==> src/hdl/tccw_pkg.sv <==
`timescale 1ns / 1ps

package tccw_pkg;

  localparam int COLUMNS = 80;
  localparam int ROWS    = 25;
  localparam int CELLS   = ROWS * COLUMNS;

  localparam int COL_W  = $clog2(COLUMNS);
  localparam int ROW_W  = $clog2(ROWS);
  localparam int ADDR_W = $clog2(CELLS);
  localparam int CNT_W  = $clog2(CELLS + 1);

  // Port field widths
  localparam int OP_W      = 2;
  localparam int CHAR_W    = 8;
  localparam int IN_ROW_W  = 5;
  localparam int IN_COL_W  = 7;
  localparam int CUR_COL_W = 7;
  localparam int CUR_ROW_W = 5;
  localparam int LIN_W     = 11;
  localparam int CELL_W    = 16;
  localparam int ATTR_W    = 8;

  localparam int PADDR_W = 3;
  localparam int PDATA_W = 32;

  typedef logic [COL_W-1:0]  col_t;
  typedef logic [ROW_W-1:0]  row_t;
  typedef logic [ADDR_W-1:0] addr_t;
  typedef logic [CNT_W-1:0]  cnt_t;
  typedef logic [CELL_W-1:0] cell_t;

  typedef enum logic [OP_W-1:0] {
    OP_PUT   = 2'd0,
    OP_CLEAR = 2'd1,
    OP_READ  = 2'd2
  } op_t;

  localparam logic [CHAR_W-1:0] CH_BS  = 8'h08;
  localparam logic [CHAR_W-1:0] CH_TAB = 8'h09;
  localparam logic [CHAR_W-1:0] CH_LF  = 8'h0A;
  localparam logic [CHAR_W-1:0] CH_CR  = 8'h0D;
  localparam logic [CHAR_W-1:0] BLANK_CHAR = 8'h20;
  localparam logic [ATTR_W-1:0] RESET_ATTR = 8'h07;
  localparam int TAB_STEP = 8;

  // Register word index 0 (byte address 0)
  localparam logic REG_ATTR = 1'b0;

  typedef struct packed {
    logic  we;
    addr_t waddr;
    cell_t wdata;
    addr_t raddr;
  } ram_req_t;

  typedef struct packed {
    logic                 valid;
    logic [CUR_COL_W-1:0] cursor_col;
    logic [CUR_ROW_W-1:0] cursor_row;
    logic [LIN_W-1:0]     cursor_linear;
    logic                 did_scroll;
    cell_t                cell_value;
  } result_t;

  function automatic addr_t cell_addr(row_t r, col_t c);
    return addr_t'(int'(r) * COLUMNS + int'(c));
  endfunction

endpackage

==> src/hdl/tccw_cfg.sv <==
`timescale 1ns / 1ps

module tccw_cfg import tccw_pkg::*; (
  input  logic               clk,
  input  logic               rst,
  input  logic               psel,
  input  logic               penable,
  input  logic               pwrite,
  input  logic [PADDR_W-1:0] paddr,
  input  logic [PDATA_W-1:0] pwdata,
  output logic [PDATA_W-1:0] prdata,
  output logic               pready,
  output logic [ATTR_W-1:0]  attr
);

  // word select is paddr[2]; byte offset bits are ignored
  logic hit;

  assign pready = 1'b1;
  assign hit    = (paddr[PADDR_W-1] == REG_ATTR);
  assign prdata = hit ? PDATA_W'(attr) : '0;

  always_ff @(posedge clk) begin
    if (rst) begin
      attr <= RESET_ATTR;
    end else if (psel && penable && pwrite && pready && hit) begin
      attr <= pwdata[ATTR_W-1:0];
    end
  end

endmodule

==> config.mk <==
export PLATFORM = sky130hd
export DESIGN_NAME = tccw_cfg
export DESIGN_NICKNAME = d
export VERILOG_FILES = /design/src/hdl/tccw_pkg.sv /design/src/hdl/tccw_cfg.sv
export SDC_FILE = /design/constraint.sdc
export NUM_CORES = 1
export LEC_CHECK = 0
export ABC_AREA = 1
export BUFFER_PORTS_ARGS = -buffer_cell sky130_fd_sc_hd__buf_2
export CORE_UTILIZATION = 34
export CTS_BUF_LIST = sky130_fd_sc_hd__clkbuf_16
export DETAILED_ROUTE_END_ITERATION = 12
export PLACE_DENSITY = 0.91
export SYNTH_ARGS = -nofsm -noshare
export SYNTH_HDL_FRONTEND = slang
export SYNTH_SLANG_ARGS = --single-unit
==> constraint.sdc <==
create_clock -name clk -period 1.3 [get_ports clk]
set_input_delay 0.195 -clock clk [delete_from_list [all_inputs] [get_ports clk]]
set_output_delay 0.195 -clock clk [all_outputs]
set_load 0.005 [all_outputs]
# Word level (Yosys, flattened, before mapping)
# Cells that the tools add are included.
totals:
  reg_bits: 8
  in_bits: 40
  out_inout_bits: 41
op_classes:
  mux: 1
  n_bitwise: 1
  reduce_logical: 3
op_table:
  columns: ["operator", "count"]
  rows:
  - ["8-bit 2-to-1 mux", 1]
  - ["1-bit logical AND", 3]
  - ["1-bit NOT", 1]

# Depth between registers and ports, before layout
logic_depth:
  word_depth: 3
  ltp_mapped: 6

# Worst setup path before layout
# OpenSTA, ideal clock, no wires.
synth_timing:
  path_kind: "input to register"
  startpoint: "input paddr[2]"
  endpoint: "register attr[0]"
  setup_time_ps: 124
  t_arrival_ps: 642
  setup_slack_ps: 534
  path_stages: 5
  n_path_buf: 1
  cell_sequence: "buf_6 nor2_4 nand2_1 nand2_1 nand3_1"
synth_between:
  elab_chain_cells: 2
synth_rtl:
  columns: ["item", "line_no", "text"]
  rows:
  - ["start, declared", "tccw_cfg.sv:9", "input logic [PADDR_W-1:0] paddr,"]
  - ["1-bit NOT", "tccw_cfg.sv:20", "assign hit = (paddr[PADDR_W-1] == REG_ATTR);"]
  - ["1-bit logical AND", "tccw_cfg.sv:26", "end else if (psel && penable && pwrite && pready && hit) begin"]
  - ["end signal, assigned", "tccw_cfg.sv:27", "attr <= pwdata[ATTR_W-1:0];"]
  - ["end, declared", "tccw_cfg.sv:13", "output logic [ATTR_W-1:0] attr"]
# No other way between the ends.
# A chain may end at the register's enable or synchronous reset.

# Final worst setup path
layout_timing:
  startpoint: "register attr[5]"
  endpoint: "output prdata[5]"
layout_between:
  elab_chain_cells: 1
layout_rtl:
  columns: ["item", "line_no", "text"]
  rows:
  - ["8-bit 2-to-1 mux", "tccw_cfg.sv:21", "assign prdata = hit ? PDATA_W'(attr) : '0;"]
  - ["end, declared", "tccw_cfg.sv:11", "output logic [PDATA_W-1:0] prdata,"]
# No other way between the ends.

==> results.json <==
{
  "drive_gt1_share_pct": 33.9,
  "power.density_mw_per_mm2": 1130,
  "peakVddDrop_uv": 585,
  "areaGrowthSynthToFinish_pct": 21.5,
  "reg.largest.list": "attr (8)",
  "die_h_um": 45.6,
  "syn_area_per_cell_um2": 6.80,
  "portBuffers": 29,
  "num_io_pins": 81,
  "worst_slack_ns": 0.272,
  "yosysSeqAreaShare_pct": 24.8,
  "drt-wirelength-per-cell_um": 7.30,
  "holdBufCountCts": 0,
  "initial_core_util_pct": 37.0,
  "n_antenna_cell": 0,
  "ff2ff_setup_slack_ns": 0.73,
  "fin_crit_ns": 1.03,
  "detail_route.first_pass.iterations": 2,
  "grt_max_degree": 11,
  "fillers": 197,
  "worstPathCellList": "inv_1 -> nor2_1 -> buf_2",
  "cap_violations": 0,
  "layout.nets": 166,
  "dpl.hpwl_um": 892,
  "path_class": "register to primary output",
  "status": "complete, no violations",
  "holdPathStages": 3,
  "arrival_ns": 0.83,
  "rows": 15,
  "worstSkewPairLatency_ns": 0.23,
  "clock_sinks": 8,
  "cts_buffer_depth": 2,
  "path_clk_slew_ns": 0.04,
  "hold_end": "attr[0]$_SDFFE_PP1P_",
  "post-place-ws_ns": 0.362,
  "grt.overflow.total": 0,
  "synthDistinctLibCells": 14,
  "cts_tree": "done",
  "whs_ns": 0.181,
  "rsz0062_at_grt": "no",
  "period_share_pct": 79.0,
  "ant_nets": 0,
  "min_from": "pwdata[0]",
  "r2r_cells": 2,
  "finClkSkew_ns": 0,
  "synthCells": 95,
  "multiInputGateArea_um2": 308,
  "required_ns": 1.11,
  "synthMostInstantiatedCell": "buf_4",
  "crit_fanout": 3,
  "cts_setup_buffers": 0,
  "yosys_most_used_dff": "dfxtp_1",
  "grt_pass1_vias": 391,
  "gp_congestion": 0.645,
  "startpoint_type": "register",
  "max_stage_delay_ns": 0.36,
  "first_iter_violations": 3,
  "setup_violations": 0,
  "cts-root-buf": "clkbuf_16",
  "antenna_found_initial": 0,
  "r2r_start": "attr[7]$_SDFFE_PP0P_",
  "core-area_mm2": 0.00175,
  "synth_area_leaders": "buf_4 29%, dfxtp_1 25%, inv_1 9.3%",
  "seq_area_um2": 160,
  "finalHoldViolCount": 0,
  "fin_tns_setup_ns": 0,
  "cp_slowest_cell": "dfxtp_1",
  "synth_edf_count": 0,
  "fmax_mhz": 973,
  "synthTopCellsByCount": "25 x buf_4, 16 x inv_1, 13 x nor2_1",
  "yosysWarnings": 0,
  "grt_pass1_wl_um": 1610,
  "syn_area_um2": 646,
  "die_w_um": 45.6,
  "ys_ff_latch": 8,
  "drt-total-wl_um": 1090,
  "cts_resized": 0,
  "track_usage_pct": 10.9,
  "hold_path_class": "input port to register",
  "cts_made_buffers": 3,
  "reg2reg_to": "attr[7]$_SDFFE_PP0P_",
  "top_register": "attr",
  "yosys.area.top_type": "buf_4",
  "final-max-slew-violation-count": 0,
  "yosys.area.top_type_share_pct": 29.1,
  "routed_via_density": 3.60,
  "async_flop_share_pct": 0,
  "dieArea_mm2": 0.00208,
  "h-tree-depth": 1,
  "vias": 536,
  "largest_reg_flops": 8,
  "drc": 0,
  "power_leakage_nw": 0.501,
  "critPathCaptureType": "primary output"
}
cells in the final DEF, fill, tap and decap left out, drive strengths merged:
| cell | n |
|---|---|
| nand2 | 14 |
| dfxtp | 8 |
| conb | 25 |
| inv | 16 |
| clkbuf | 3 |
| nand3 | 8 |
| clkinv | 1 |
| nor2 | 20 |
| buf | 29 |
metal layers:
| metal | global-route usage, % | vias up | wire length, um |
|---|---|---|---|
| met4 | 3.64 | 0 | 0 |
| met3 | 3.57 | 0 | 73 |
| li1 | - | 284 | - |
| met2 | 19.1 | 30 | 532 |
| met1 | 12.3 | 222 | 482 |
| met5 | 0 | - | 0 |
critical path, delay by kind of cell, from the launching register on:
kind                   cells  cell delay [ns]
flip-flops                 1             0.36
buffers and inverters      2             0.16
AND/OR/NAND/NOR            1             0.08
area by class of cell:
cell class	instances	share of cell area [%]
flip-flops and latches	8	20.4
clock buffers	3	9.57
repair buffers	29	18.5
inverters	17	8.29
well taps	25	3.99
multi-input cells	67	39.2
stage by stage:
| step | util (%) | total power, mW | instance area [um2] | instances |
|---|---|---|---|---|
| 2_1_floorplan | - | 0.393 | 732 | 118 |
| 3_3_place_gp | 40.6 | 0.379 | 709 | 146 |
| 3_5_place_dp | 40.6 | 0.381 | 709 | 146 |
| 4_1_cts | 44.9 | 0.901 | 785 | 149 |
| 5_1_grt | 44.9 | 0.936 | 785 | 149 |
| 6_report | 44.9 | 0.886 | 785 | 149 |
power breakdown:
group | internal, mW | switching, mW
clock network | 0.396 | 0.114
logic | 0.0442 | 0.0698
registers | 0.256 | 0.00702
worst max path at each step:
stage	start	endpoint	slack, ns	cells after the start
after floorplan	paddr[2]	attr[0]$_SDFFE_PP1P_	0.53	5
after global placement	paddr[2]	attr[1]$_SDFFE_PP1P_	0.37	6
after detailed placement	paddr[2]	attr[1]$_SDFFE_PP1P_	0.36	6
after CTS	attr[5]$_SDFFE_PP0P_	prdata[5]	0.26	3
after global routing	attr[1]$_SDFFE_PP1P_	prdata[1]	0.22	3
final	attr[5]$_SDFFE_PP0P_	prdata[5]	0.27	3
logic make-up (layout without fill, tap and decap cells):
family | count (synthesis) | count (layout) | share of synthesized area (%)
buffers and inverters | 43 | 49 | 40.9
AND/OR/NAND/NOR | 42 | 42 | 33.1
flip-flops | 8 | 8 | 24.8
other | 2 | 25 | 1.16
Power figures use the tool's default switching activity.
