===== src/hdl/tccw_pkg.sv =====
`timescale 1ns / 1ps

package tccw_pkg;

  localparam int COLUMNS = 80;
  localparam int ROWS    = 25;
  localparam int CELLS   = ROWS * COLUMNS;

  localparam int COL_W  = $clog2(COLUMNS);
  localparam int ROW_W  = $clog2(ROWS);
  localparam int ADDR_W = $clog2(CELLS);
  localparam int CNT_W  = $clog2(CELLS + 1);

  // Port field widths
  localparam int OP_W      = 2;
  localparam int CHAR_W    = 8;
  localparam int IN_ROW_W  = 5;
  localparam int IN_COL_W  = 7;
  localparam int CUR_COL_W = 7;
  localparam int CUR_ROW_W = 5;
  localparam int LIN_W     = 11;
  localparam int CELL_W    = 16;
  localparam int ATTR_W    = 8;

  localparam int PADDR_W = 3;
  localparam int PDATA_W = 32;

  typedef logic [COL_W-1:0]  col_t;
  typedef logic [ROW_W-1:0]  row_t;
  typedef logic [ADDR_W-1:0] addr_t;
  typedef logic [CNT_W-1:0]  cnt_t;
  typedef logic [CELL_W-1:0] cell_t;

  typedef enum logic [OP_W-1:0] {
    OP_PUT   = 2'd0,
    OP_CLEAR = 2'd1,
    OP_READ  = 2'd2
  } op_t;

  localparam logic [CHAR_W-1:0] CH_BS  = 8'h08;
  localparam logic [CHAR_W-1:0] CH_TAB = 8'h09;
  localparam logic [CHAR_W-1:0] CH_LF  = 8'h0A;
  localparam logic [CHAR_W-1:0] CH_CR  = 8'h0D;
  localparam logic [CHAR_W-1:0] BLANK_CHAR = 8'h20;
  localparam logic [ATTR_W-1:0] RESET_ATTR = 8'h07;
  localparam int TAB_STEP = 8;

  // Register word index 0 (byte address 0)
  localparam logic REG_ATTR = 1'b0;

  typedef struct packed {
    logic  we;
    addr_t waddr;
    cell_t wdata;
    addr_t raddr;
  } ram_req_t;

  typedef struct packed {
    logic                 valid;
    logic [CUR_COL_W-1:0] cursor_col;
    logic [CUR_ROW_W-1:0] cursor_row;
    logic [LIN_W-1:0]     cursor_linear;
    logic                 did_scroll;
    cell_t                cell_value;
  } result_t;

  function automatic addr_t cell_addr(row_t r, col_t c);
    return addr_t'(int'(r) * COLUMNS + int'(c));
  endfunction

endpackage


===== src/hdl/tccw_engine.sv =====
`timescale 1ns / 1ps

module tccw_engine import tccw_pkg::*; (
  input  logic                clk,
  input  logic                rst,
  input  logic                s_tvalid,
  output logic                s_tready,
  input  logic [OP_W-1:0]     operation,
  input  logic [CHAR_W-1:0]   char_code,
  input  logic [IN_ROW_W-1:0] cell_row,
  input  logic [IN_COL_W-1:0] cell_col,
  input  logic [ATTR_W-1:0]   attr,
  output ram_req_t            ram_req,
  input  cell_t               ram_rdata,
  output result_t             res,
  input  logic                out_free
);

  typedef enum logic [2:0] {
    S_INIT, S_IDLE, S_READ, S_SCROLL, S_BLANK, S_CLEAR, S_RESULT
  } state_t;

  typedef logic [COL_W:0] colx_t;
  typedef logic [ROW_W:0] rowx_t;

  state_t state;
  col_t   cur_col;
  row_t   cur_row;
  cnt_t   cnt;
  logic   scrolled;
  logic   rd_ok;
  cell_t  value;

  logic  accept;
  colx_t ncol;
  rowx_t nrow;
  col_t  wcol;
  logic [CHAR_W-1:0] wch;
  logic  put_we;
  logic  put_scroll;
  col_t  put_col;
  row_t  put_row;
  addr_t put_addr;
  logic  rd_in_range;
  addr_t rd_addr;
  cell_t blank;

  assign s_tready = (state == S_IDLE);
  assign accept   = s_tvalid && s_tready;
  assign blank    = {attr, BLANK_CHAR};

  // Cursor update for a put
  always_comb begin
    ncol   = {1'b0, cur_col};
    nrow   = {1'b0, cur_row};
    wcol   = cur_col;
    wch    = char_code;
    put_we = 1'b0;
    case (char_code)
      CH_LF: begin
        ncol = '0;
        nrow = nrow + 1'b1;
      end
      CH_CR: begin
        ncol = '0;
      end
      CH_TAB: begin
        ncol = (ncol + colx_t'(TAB_STEP)) & ~colx_t'(TAB_STEP - 1);
      end
      CH_BS: begin
        if (cur_col != '0) begin
          ncol   = ncol - 1'b1;
          wcol   = cur_col - 1'b1;
          wch    = BLANK_CHAR;
          put_we = 1'b1;
        end
      end
      default: begin
        put_we = 1'b1;
        ncol   = ncol + 1'b1;
      end
    endcase
    if (ncol >= colx_t'(COLUMNS)) begin
      ncol = '0;
      nrow = nrow + 1'b1;
    end
    put_scroll = (nrow >= rowx_t'(ROWS));
    put_row    = put_scroll ? row_t'(ROWS - 1) : nrow[ROW_W-1:0];
    put_col    = ncol[COL_W-1:0];
    put_addr   = cell_addr(cur_row, wcol);
  end

  assign rd_in_range = (int'(cell_row) < ROWS) && (int'(cell_col) < COLUMNS);
  assign rd_addr     = cell_addr(row_t'(cell_row), col_t'(cell_col));

  always_comb begin
    ram_req = '0;
    case (state)
      S_INIT: begin
        ram_req.we    = 1'b1;
        ram_req.waddr = cnt[ADDR_W-1:0];
        ram_req.wdata = {RESET_ATTR, BLANK_CHAR};
      end
      S_IDLE: begin
        ram_req.raddr = rd_addr;
        if (accept && operation == OP_PUT) begin
          ram_req.we    = put_we;
          ram_req.waddr = put_addr;
          ram_req.wdata = {attr, wch};
        end
      end
      S_SCROLL: begin
        // read one row ahead, write the cell read in the previous cycle
        ram_req.raddr = cnt[ADDR_W-1:0];
        ram_req.we    = (cnt > cnt_t'(COLUMNS));
        ram_req.waddr = addr_t'(cnt - cnt_t'(COLUMNS + 1));
        ram_req.wdata = ram_rdata;
      end
      S_BLANK, S_CLEAR: begin
        ram_req.we    = 1'b1;
        ram_req.waddr = cnt[ADDR_W-1:0];
        ram_req.wdata = blank;
      end
      default: begin
        ram_req = '0;
      end
    endcase
  end

  always_ff @(posedge clk) begin
    if (rst) begin
      state   <= S_INIT;
      cnt     <= '0;
      cur_col <= '0;
      cur_row <= '0;
    end else begin
      case (state)
        S_INIT: begin
          if (cnt == cnt_t'(CELLS - 1)) begin
            cnt   <= '0;
            state <= S_IDLE;
          end else begin
            cnt <= cnt + 1'b1;
          end
        end
        S_IDLE: begin
          if (accept) begin
            scrolled <= (operation == OP_PUT) && put_scroll;
            value    <= '0;
            rd_ok    <= rd_in_range;
            case (operation)
              OP_PUT: begin
                cur_col <= put_col;
                cur_row <= put_row;
                if (put_scroll) begin
                  cnt   <= cnt_t'(COLUMNS);
                  state <= S_SCROLL;
                end else begin
                  state <= S_RESULT;
                end
              end
              OP_CLEAR: begin
                cur_col <= '0;
                cur_row <= '0;
                cnt     <= '0;
                state   <= S_CLEAR;
              end
              OP_READ: begin
                state <= S_READ;
              end
              default: begin
                state <= S_RESULT;
              end
            endcase
          end
        end
        S_READ: begin
          value <= rd_ok ? ram_rdata : '0;
          state <= S_RESULT;
        end
        S_SCROLL: begin
          if (cnt == cnt_t'(CELLS)) begin
            cnt   <= cnt_t'(CELLS - COLUMNS);
            state <= S_BLANK;
          end else begin
            cnt <= cnt + 1'b1;
          end
        end
        S_BLANK, S_CLEAR: begin
          cnt <= cnt + 1'b1;
          if (cnt == cnt_t'(CELLS - 1)) begin
            state <= S_RESULT;
          end
        end
        S_RESULT: begin
          if (out_free) begin
            state <= S_IDLE;
          end
        end
        default: begin
          state <= S_IDLE;
        end
      endcase
    end
  end

  assign res.valid         = (state == S_RESULT);
  assign res.cursor_col    = CUR_COL_W'(cur_col);
  assign res.cursor_row    = CUR_ROW_W'(cur_row);
  assign res.cursor_linear = LIN_W'(cell_addr(cur_row, cur_col));
  assign res.did_scroll    = scrolled;
  assign res.cell_value    = value;

endmodule


===== config.mk =====
export PLATFORM = sky130hd
export DESIGN_NAME = tccw_engine
export DESIGN_NICKNAME = d
export VERILOG_FILES = /design/src/hdl/tccw_pkg.sv /design/src/hdl/tccw_engine.sv
export SDC_FILE = /design/constraint.sdc
export NUM_CORES = 1
export LEC_CHECK = 0
export BUFFER_PORTS_ARGS = -buffer_cell sky130_fd_sc_hd__buf_2
export CELL_PAD_IN_SITES_DETAIL_PLACEMENT = 2
export CELL_PAD_IN_SITES_GLOBAL_PLACEMENT = 2
export CORE_MARGIN = 3
export CORE_UTILIZATION = 31
export CTS_BUF_LIST = sky130_fd_sc_hd__clkbuf_4 sky130_fd_sc_hd__clkbuf_8
export CTS_CLUSTER_DIAMETER = 120
export DETAILED_ROUTE_END_ITERATION = 12
export PLACE_DENSITY_LB_ADDON = 0.1
export SETUP_SLACK_MARGIN = 0.05
export SLEW_MARGIN = 30
export SYNTH_ARGS = -nofsm -noshare
export SYNTH_HDL_FRONTEND = slang
export SYNTH_SLANG_ARGS = --single-unit
export TNS_END_PERCENT = 10

===== constraint.sdc =====
create_clock -name clk -period 4.9 [get_ports clk]
set_input_delay 0.98 -clock clk [delete_from_list [all_inputs] [get_ports clk]]
set_output_delay 0.98 -clock clk [all_outputs]
set_load 0.005 [all_outputs]

* Word level (Yosys, flattened, before mapping)
Cells that the tools add are included.
Storage, ports and cells: input bits 50, register bits 44, output and inout bits 81
Cells by class: bitwise gates (word level) 1, muxes and demuxes 34, add/subtract/negate cells 11, magnitude comparators 5, equal/unequal tests 21, multiply operators 2, reduce and logical (&&, ||, !) cells 18
Operator list (number):
- $pmux W28 S4 | 1
- $mux W11 | 4
- $pmux W11 S2 | 2
- $pmux W11 S4 | 1
- $eq A8 B4 Y1 const B | 4
- $mux W16 | 2
- $pmux W16 S2 | 1
- $mux W28 | 1
- $mux W8 | 3
- $pmux W8 S3 | 1
- $add A11 B7 Y11 | 2
- $eq A11 B11 Y1 const B | 2
- $mux W7 | 3
- $mux W3 | 6
- $pmux W3 S6 | 1
- $mul A5 B3 Y7 const B | 2
- $pmux W7 S2 | 1
- $mux W6 | 2
- $add A11 B1 Y11 const B | 1
- $add A11 B8 Y11 | 1
- $gt A11 B7 Y1 const B | 1
- $sub A11 B7 Y11 const B | 1
- $pmux W5 S2 | 1
- $eq A3 B3 Y1 const B | 3
- 34 further kinds | 45

* Logic depth before layout (Yosys ltp)
Gate-level depths: netlist of the first run.
depth after elaboration 10, gate-level depth with buffers 14, depth with buffers taken out 14

* Worst setup path after synthesis of the first run
Ideal clock, no wire load.
kind input port to output port, start in char_code[2], end out ram_req[34] in the netlist's numbering, arrival time 3.367 ns, required time 3.920 ns, path slack 0.553 ns, path buffers 2, cell stages on the path 12, cell sequence buf_2 nor2_1 and4b_1 clkbuf_1 nand2_2 o31ai_1 ha_1 a21o_1 a21oi_1 xor2_1 o22ai_1 a22o_1
RTL lines:
- from (decl) | RTL line tccw_engine.sv:9 | input logic [CHAR_W-1:0] char_code,
- to (decl) | RTL line tccw_engine.sv:13 | output ram_req_t ram_req,

==> metrics.csv, run 1 <==
metric,value,unit
status,"complete, no violations",
r2r-start,cur_col[0]$_SDFFE_PP0P_,
setup_viol,0,
p_leak,2.67,nW
die_h,131,microns
antenna_found_initial,0,
via_per_inst,5.58,
multi_input_area,3510,sq um
nNetsFinal,823,
power_density,141,nW/um^2
detail_route.first_pass.iterations,6,
detail-route-antenna-nets,0,
drive_gt1_share,24.5,%
wirelength,20.2,mm
end_kind,primary output,
die-area,17200,sq um
port_buffers,130,
cp_cell_sequence,buf_2 -> nor3b_4 -> and4b_1 -> buf_4 -> o21ai_0 -> nand2_1 -> o31ai_2 -> ha_1 -> a21o_1 -> a21oi_1 -> xor2_1 -> o22ai_1 -> a22o_1 -> buf_2,
worstPathArrival,3690,ps
maxCapViolations,0,
cts_setup_buffers,0,
synth_edf_count,18,
place.gp.congestion,0.935,
cts.repair.resized,0,
crit_required,3920,ps
grt_pass1_vias,5594,
grt_start_max_net_pins,57,
io_pins,131,
finalMaxSlewViolations,0,
path_depth,14,
syn_to_final_growth,19.7,%
worst-path-max-fanout,7,
synth-seq-cells,44,
clk_latency,330,ps
cp.buffers_inverters,3,
dp_hpwl,16.1,mm
cts_tree,done,
mostFrequentLayoutCells,"buf_2 (130), nor2_1 (67), nand2_1 (50)",
syn_area_per_cell,7.68,sq um
clkSlewWorstSetupHoldPaths,100,ps
post-place-cells,941,
crit_type,in -> out,
max_clock_freq,0.214,GHz
drtIter0Drc,293,
cts_root_buf,clkbuf_8,
drc,0,
ys_warn_count,0,
die_w,131,microns
slew_headroom,47.7,%
yosysSeqAreaShare,21.8,%
cp_top_family,compound AO/OA/AOI/OAI gates,
fin_hold_ws,578,ps
clock_sinks,44,
h-tree-depth,2,
num_vias,5299,
grt_pass1_wl,32.3,mm
slowest_stage,nor3b_4,
instances_no_fill,949,
synthFlopType,dfxtp_1,
postSynthCellCount,633,
clockBufferDepth,2,
synth_cell_type_count,82,
rsz0062_at_grt,yes,
syn_area,4860,sq um
max_stage_delay,360,ps
worst_setup_path_start_kind,primary input,
finalCritPeriodShare,95.4,%
cts_hold_buf,0,
clock_skew,10.6,ps
core,15300,sq um
finalSetupTns,0,ps
cts_buffers,5,
cp_common_cell,buf_2,
min-delay-start,cnt[1]$_SDFFE_PP0P_,
gr-total-overflow,0,
async_flop_share,0,%
row_count,45,
tightest_slew,784,ps
fillers,1803,
hold_viol_final,0,
seq_area,1060,sq um
track_usage,23.0,%
wire_per_inst,21.3,microns
hold_depth,2,
reg2reg_slack,1300,ps
hp-class,reg -> reg,
start_util,31.9,%
peakVddDrop,0.104,mV
antenna_cells,0,
syn-num-nets,719,
fin_crit,4670,ps
reg2regPathDepth,10,
final_common_cell,buf_2,
startpoint,char_code[5],
==> worst paths after layout <==
path | endpoint
max | ram_req[34]
min | cnt[1]$_SDFFE_PP0P_
max reg2reg | cnt[6]$_SDFFE_PP0P_
min reg2reg | cnt[1]$_SDFFE_PP0P_
==> synth_stat cells (3+ instances only) <==
cell | instances | share of area (%)
a32oi_1 | 5 | 0.90
nand2b_1 | 6 | 0.77
or3_1 | 4 | 0.51
nor2b_1 | 5 | 0.64
nand3_1 | 26 | 2.7
o21ai_0 | 33 | 3.4
edfxtp_1 | 18 | 11
o31ai_1 | 7 | 1.1
a211oi_1 | 6 | 0.93
a31oi_1 | 6 | 0.77
nor3_1 | 20 | 2.1
xor2_1 | 16 | 2.9
a21oi_1 | 42 | 4.3
nand4_1 | 5 | 0.64
a21o_1 | 13 | 2.0
o22ai_1 | 4 | 0.51
o21a_1 | 4 | 0.62
dfxtp_1 | 26 | 11
mux2i_1 | 8 | 1.6
nor3b_1 | 3 | 0.46
xnor2_1 | 24 | 4.3
buf_4 | 6 | 0.93
buf_2 | 7 | 0.72
fa_1 | 5 | 2.1
clkbuf_1 | 33 | 2.5
inv_1 | 26 | 2.0
nor2_1 | 67 | 5.2
and2_1 | 22 | 2.8
a22oi_1 | 14 | 2.2
o221ai_1 | 3 | 0.54
nand2_1 | 50 | 3.9
and3_1 | 14 | 1.8
a22o_1 | 9 | 1.6
a311oi_1 | 5 | 0.90
ha_1 | 31 | 8.0
nor4_1 | 4 | 0.51
==> final cells by class <==
cell class | count | area share, %
clock inverters | 3 | 0.731
flip-flops and latches | 44 | 18.3
repair buffers | 146 | 13.2
clock buffers | 5 | 1.18
multi-input cells | 513 | 60.3
inverters | 27 | 1.74
well taps | 211 | 4.54
==> per-stage QoR <==
stage	utilization, %	instance area [sq um]	setup WS, ps	total power (W)
after floorplan	-	4860	553	0.000468
after global placement	37.2	5680	233	0.000518
after detailed placement	37.3	5690	115	0.000523
after CTS	38.0	5800	109	0.000831
after global routing	38.1	5820	32.8	0.000867
final	38.1	5820	227	0.000820
==> per-layer routing <==
layer / up-vias / GRT usage, % / routed length (microns)
met2: 126 / 39.1 / 9620
met4: 0 / 3.50 / 273
li1: 2503 / - / -
met3: 14 / 4.13 / 778
met1: 2656 / 31.2 / 9520
met5: - / 0 / 0
==> state kept, by name, indices dropped and copies added (netlist names) <==
signal    count
scrolled      1
state         3
cnt          11
value        16
cur_col       7
rd_ok         1
cur_row       5
==> worst reg2reg max path: stages (launching register included) <==
cell	delay [ps]
dfxtp_1	430
inv_1	160
ha_1	270
or3b_2	550
nor3_1	210
a211oi_1	90
o21bai_1	390
a31oi_2	340
o221a_4	410
nor3_4	310
mux2_4	330
==> kinds of logic after synthesis <==
kind of cell / Yosys count / synth area share, %
AND/OR/NAND/NOR: 245 / 26.1
buffers and inverters: 76 / 6.66
XOR/XNOR: 40 / 7.21
AO/OA/AOI/OAI: 182 / 26.0
flip-flops: 44 / 21.8
adder cells (fa/ha/maj): 36 / 10.0
multiplexers: 10 / 2.19
==> where the power goes <==
part | leakage [nW] | switching, W | total [W] | internal, W
Clock | 0.0558 | 0.000151 | 0.000303 | 0.000151
Combinational | 2.22 | 0.0000752 | 0.000132 | 0.0000565
Sequential | 0.393 | 0.00000508 | 0.000385 | 0.000380
No activity file was read; power rests on OpenSTA's default activity.
==> run 2, diff against run 1 <==
--- a/config.mk
+++ b/config.mk
@@ -13,7 +13,7 @@
 export CTS_BUF_LIST = sky130_fd_sc_hd__clkbuf_4 sky130_fd_sc_hd__clkbuf_8
 export CTS_CLUSTER_DIAMETER = 120
 export DETAILED_ROUTE_END_ITERATION = 12
-export PLACE_DENSITY_LB_ADDON = 0.1
+export PLACE_DENSITY = 0.93
 export SETUP_SLACK_MARGIN = 0.05
 export SLEW_MARGIN = 30
 export SYNTH_ARGS = -nofsm -noshare
==> metrics.csv, run 2 (synthesis results as in run 1) <==
metric,value,unit,change
max_stage_delay,470,ps,+110 ps
antenna_cells,0,,unchanged
die_h,131,microns,unchanged
hold_viol_final,0,,unchanged
p_seq_share,46.1,%,-0.9 points
setup_viol,0,,unchanged
drtIter0Drc,348,,+19%
cts_tree,done,,
dp_hpwl,16.0,mm,-0.58%
nNetsFinal,818,,-0.61%
core,15300,sq um,unchanged
worst-path-max-fanout,4,,-3
p_switching,0.000241,W,+4.2%
cts_buffers,5,,unchanged
place.gp.congestion,0.897,,-4.1%
tightest_slew,833,ps,+49.1 ps
start_util,31.9,%,unchanged
rsz0062_at_grt,yes,,
clk_latency,340,ps,about the same
mostFrequentLayoutCells,"buf_2 (130), nor2_1 (65), nand2_1 (50)",,
crit_required,3920,ps,about the same
io_pins,131,,unchanged
largest_register_ffs,16,,unchanged
clockBufferDepth,2,,unchanged
detail-route-antenna-nets,0,,unchanged
p_int,0.000591,W,+0.53%
gr-total-overflow,0,,unchanged
antenna_found_initial,0,,unchanged
end_kind,primary output,,
grt_pass1_wl,32.8,mm,+1.5%
crit_type,in -> out,,
clkSlewWorstSetupHoldPaths,110,ps,about the same
syn_to_final_growth,19.3,%,
final_common_cell,buf_2,,
cp_top_family,simple AND/OR/NAND/NOR gates,,
maxCapViolations,0,,unchanged
drc,0,,unchanged
finalMaxSlewViolations,0,,unchanged
finalCritPeriodShare,96.2,%,+0.85 points
track_usage,23.2,%,+0.19 points
die_w,131,microns,unchanged
row_count,45,,unchanged
clock_sinks,44,,unchanged
p_sw_share,29.0,%,+0.73 points
grt_start_max_net_pins,57,,unchanged
cp_cell_sequence,buf_2 -> or3b_1 -> nor3_2 -> nand2_1 -> nor2_2 -> o21ai_0 -> ha_2 -> fa_1 -> a21o_1 -> nand2_1 -> xnor2_1 -> a32oi_1 -> o21ai_2 -> buf_2,,
p_leak,2.64,nW,-0.97%
worstPathArrival,3730,ps,+40 ps
detail_route.first_pass.iterations,4,,-2
clock_skew,14.4,ps,+3.80 ps
peakVddDrop,0.0821,mV,-21%
comb_power_share,15.8,%,-0.3 points
worst_setup_path_start_kind,primary input,,
wire_per_inst,21.5,microns,+1.2%
status,"complete, no violations",,
h-tree-depth,2,,unchanged
via_per_inst,5.74,,+2.9%
largest-register,value,,
slowest_stage,or3b_1,,
port_buffers,130,,unchanged
post-place-cells,935,,-0.64%
max_clock_freq,0.212,GHz,-0.88%
drive_gt1_share,25.1,%,+0.58 points
wirelength,20.3,mm,+0.62%
power_density,144,nW/um^2,+1.9%
grt_pass1_vias,5901,,+5.5%
cts_root_buf,clkbuf_8,,
hp-class,reg -> reg,,
clkPwrFrac,38.0,%,+1.1 points
fin_crit,4710,ps,+41.7 ps
die-area,17200,sq um,unchanged
slew_headroom,44.4,%,-3.3 points
cp.buffers_inverters,2,,-1
top_regs,"value x16, cnt x11, cur_col x7",,
cts_hold_buf,0,,unchanged
num_vias,5422,,+2.3%
finalSetupTns,0,ps,unchanged
instances_no_fill,944,,-0.53%
[run 2: cell count changes in the layout (fill, tap and decap cells not counted), sizes merged]
cell and delta:
clkinv -2, inv +2, buf -5
[run 2: final timing paths]
kind / from / endpoint / slack (ps) / cells after the start
hold reg to reg: cnt[1]$_SDFFE_PP0P_ / cnt[1]$_SDFFE_PP0P_ / 550 / 2
setup / recovery: char_code[5] / ram_req[35] / 190 / 14
hold / removal: cnt[1]$_SDFFE_PP0P_ / cnt[1]$_SDFFE_PP0P_ / 550 / 2
setup reg to reg: cur_row[0]$_SDFFE_PP0P_ / cnt[6]$_SDFFE_PP0P_ / 1130 / 11
[run 2: tightest hold or removal path: stages (launching register included)]
cell     delay [ps]
dfxtp_1         380
nand2_1          80
mux2i_1          50
[run 2: timing repair]
item	in CTS	in global routing
gates resized for setup	2	8
buffers inserted	0	1
setup endpoints to repair	3	5
pin swaps	0	1
gates cloned	0	0
[run 2: power groups by stage]
stage / Sequential (W) / Clock, W / Combinational [W]
2_1_floorplan: 0.000390 / 0 / 0.0000779
3_5_place_dp: 0.000392 / 0 / 0.000130
6_report: 0.000384 / 0.000317 / 0.000132
5_1_grt: 0.000385 / 0.000338 / 0.000147
4_1_cts: 0.000384 / 0.000323 / 0.000132
3_3_place_gp: 0.000392 / 0 / 0.000121
[run 2: final cells by class]
cell class	count	area, sq um
clock buffers	5	68.8
clock inverters	3	45.0
fillers	1792	9460
inverters	27	101
multi-input cells	513	3520
flip-flops and latches	44	1060
well taps	211	264
repair buffers	141	733
[run 2: through the flow]
step	utilization (%)	total power, W	hold WS, ps	cell area, sq um	setup slack (ps)
6_report	38.0	0.000832	547	5800	185
5_1_grt	38.0	0.000870	587	5800	11.0
4_1_cts	37.8	0.000839	559	5760	52.1
3_5_place_dp	37.0	0.000523	545	5650	-18.0
3_3_place_gp	36.9	0.000513	527	5640	164
2_1_floorplan	-	0.000468	480	4860	553
[run 2: metal layers]
layer	part of all wire [%]	global-route usage (%)
met5	0	0
met3	5.5	5.13
met2	49	40.7
met4	1.8	5.78
met1	43	28.8
==> run 3, diff against run 2 <==
==> constraint.sdc (replaced) <==
create_clock -name clk -period 4.9 [get_ports clk]
set_input_delay 0.98 -clock clk [delete_from_list [all_inputs] [get_ports clk]]
set_output_delay 0.98 -clock clk [all_outputs]
set_load 0.1 [all_outputs]
==> metrics.csv, run 3 (synthesis results as in run 1) <==
metric,value,unit,change
gr-total-overflow,0,,unchanged
detail_route.first_pass.iterations,5,,+1
fin_crit,4820,ps,+105 ps
clockBufferDepth,2,,unchanged
row_count,45,,unchanged
fin_area,6190,sq um,+6.7%
worstPathArrival,3840,ps,+110 ps
drive_gt1_share,27.6,%,+2.5 points
grt_pass1_vias,6253,,+6.0%
slew_headroom,40.3,%,-4.2 points
dp_hpwl,16.6,mm,+3.5%
instances_no_fill,957,,+1.4%
num_vias,5813,,+7.2%
grt_pass1_wl,37.2,mm,+13%
final_common_cell,buf_2,,
peakVddDrop,0.106,mV,+29%
clock_skew,14.8,ps,+0.395 ps
worst-path-max-fanout,9,,+5
max_clock_freq,0.207,GHz,-2.2%
p_leak,2.78,nW,+5.4%
largest_register_ffs,16,,unchanged
die-area,17200,sq um,unchanged
wire_per_inst,25.2,microns,+17%
io_pins,131,,unchanged
power_density,143,nW/um^2,-0.22%
h-tree-depth,2,,unchanged
postPlaceCellArea,5960,sq um,+5.5%
drtIter0Drc,502,,+44%
fillers,1715,,-4.3%
cts_tree,done,,
clk_latency,360,ps,+20 ps
post-place-cells,944,,+0.96%
crit_type,reg -> out,,
setup_viol,0,,unchanged
syn_to_final_growth,27.3,%,
drc,0,,unchanged
finalSetupTns,0,ps,unchanged
start_util,31.9,%,unchanged
detail-route-antenna-nets,0,,unchanged
end_kind,primary output,,
gr-usage-met2,47.1,%,+6.3 points
crit_required,3920,ps,about the same
place.gp.congestion,0.913,,+1.8%
clkSlewWorstSetupHoldPaths,120,ps,about the same
finalWorstSetupSlack,80.0,ps,-105 ps
tightest_slew,896,ps,+62.8 ps
core,15300,sq um,unchanged
via_per_inst,6.07,,+5.8%
mostFrequentLayoutCells,"buf_2 (114), nor2_1 (65), nand2_1 (49)",,
rsz0062_at_grt,yes,,
die_h,131,microns,unchanged
hold_viol_final,0,,unchanged
seq_area,1070,sq um,+0.35%
finalMaxSlewViolations,0,,unchanged
nNetsFinal,831,,+1.6%
status,"complete, no violations",,
multi_input_area,3570,sq um,+1.3%
grt-busiest-layer,met2,,
top_regs,"value x16, cnt x11, cur_col x7",,
wirelength,24.1,mm,+19%
finalPower,0.000886,W,+6.5%
die_w,131,microns,unchanged
cts_root_buf,clkbuf_8,,
post-place-ws,-53.8,ps,-35.8 ps
antenna_cells,0,,unchanged
clock_sinks,44,,unchanged
cts_buffers,5,,unchanged
use_met1,32.5,%,+3.6 points
grt_start_max_net_pins,57,,unchanged
largest-register,value,,
antenna_found_initial,0,,unchanged
port_buffers,130,,unchanged
finalCritPeriodShare,98.4,%,+2.1 points
hp-class,reg -> reg,,
worst_setup_path_start_kind,flip-flop,,
track_usage,26.8,%,+3.6 points
maxCapViolations,0,,unchanged
use_met3,5.17,%,+0.038 points
cts_hold_buf,0,,unchanged
[run 3: cell count changes in the layout (fill, tap and decap cells not counted), moves of 2 or more]
cell / before / now
or3b_4: 0 / 2
nor3_4: 2 / 4
dfxtp_1: 25 / 22
dfxtp_2: 1 / 4
buf_12: 0 / 16
buf_4: 11 / 24
buf_2: 130 / 114
[run 3: final timing paths]
check	to	from	slack, ps	depth (start not counted)
hold / removal	cnt[1]$_SDFFE_PP0P_	cnt[1]$_SDFFE_PP0P_	560	2
setup / recovery	ram_req[36]	cur_col[0]$_SDFFE_PP0P_	80	15
hold reg to reg	cnt[1]$_SDFFE_PP0P_	cnt[1]$_SDFFE_PP0P_	560	2
setup reg to reg	cnt[1]$_SDFFE_PP0P_	cur_col[5]$_SDFFE_PP0P_	1260	9
[run 3: area by class of cell]
type | instances | area share [%]
Clock inverter | 3 | 0.748
Clock buffer | 5 | 1.11
Inverter | 27 | 1.64
Multi-Input combinational cell | 513 | 57.7
Timing Repair Buffer | 154 | 17.3
Tap cell | 211 | 4.27
Sequential cell | 44 | 17.2
[run 3: critical path: stages, from the launching register on]
cell	delay (ps)
dfxtp_2	410
inv_1	160
ha_1	270
nor3b_4	330
and2_1	320
o21ai_0	150
nand2_1	120
o31ai_2	110
ha_1	330
a21o_1	210
a21oi_2	180
nor2_1	80
xnor2_1	140
a32oi_1	240
nand2_1	200
buf_12	220
[run 3: where the power goes]
| part | total (W) | switching [W] | internal, W |
|---|---|---|---|
| clock | 0.000339 | 0.000184 | 0.000154 |
| combinational | 0.000164 | 0.0000995 | 0.0000642 |
| sequential | 0.000384 | 0.00000405 | 0.000380 |
| total | 0.000886 | 0.000288 | 0.000599 |
[run 3: what timing repair did]
item,4_1_cts,5_1_grt
resized for setup,5,17
pin swaps,0,5
setup endpoints to repair,5,6
hold endpoints to repair,0,0
setup buffers,0,5
[run 3: routing by layer]
metal / vias to the layer above / wire, microns / share of wire (%)
li1: 2519 / - / -
met1: 2931 / 9920 / 41
met2: 291 / 11800 / 49
met3: 72 / 1440 / 6.0
met4: 0 / 935 / 3.9
met5: - / 0 / 0
[run 3: stage by stage]
| stage | utilization [%] | hold WS (ps) |
|---|---|---|
| final | 40.6 | 562 |
| after global routing | 40.6 | 613 |
| after CTS | 39.9 | 574 |
| after detailed placement | 39.0 | 557 |
| after global placement | 39.0 | 529 |
| after floorplan | - | 480 |
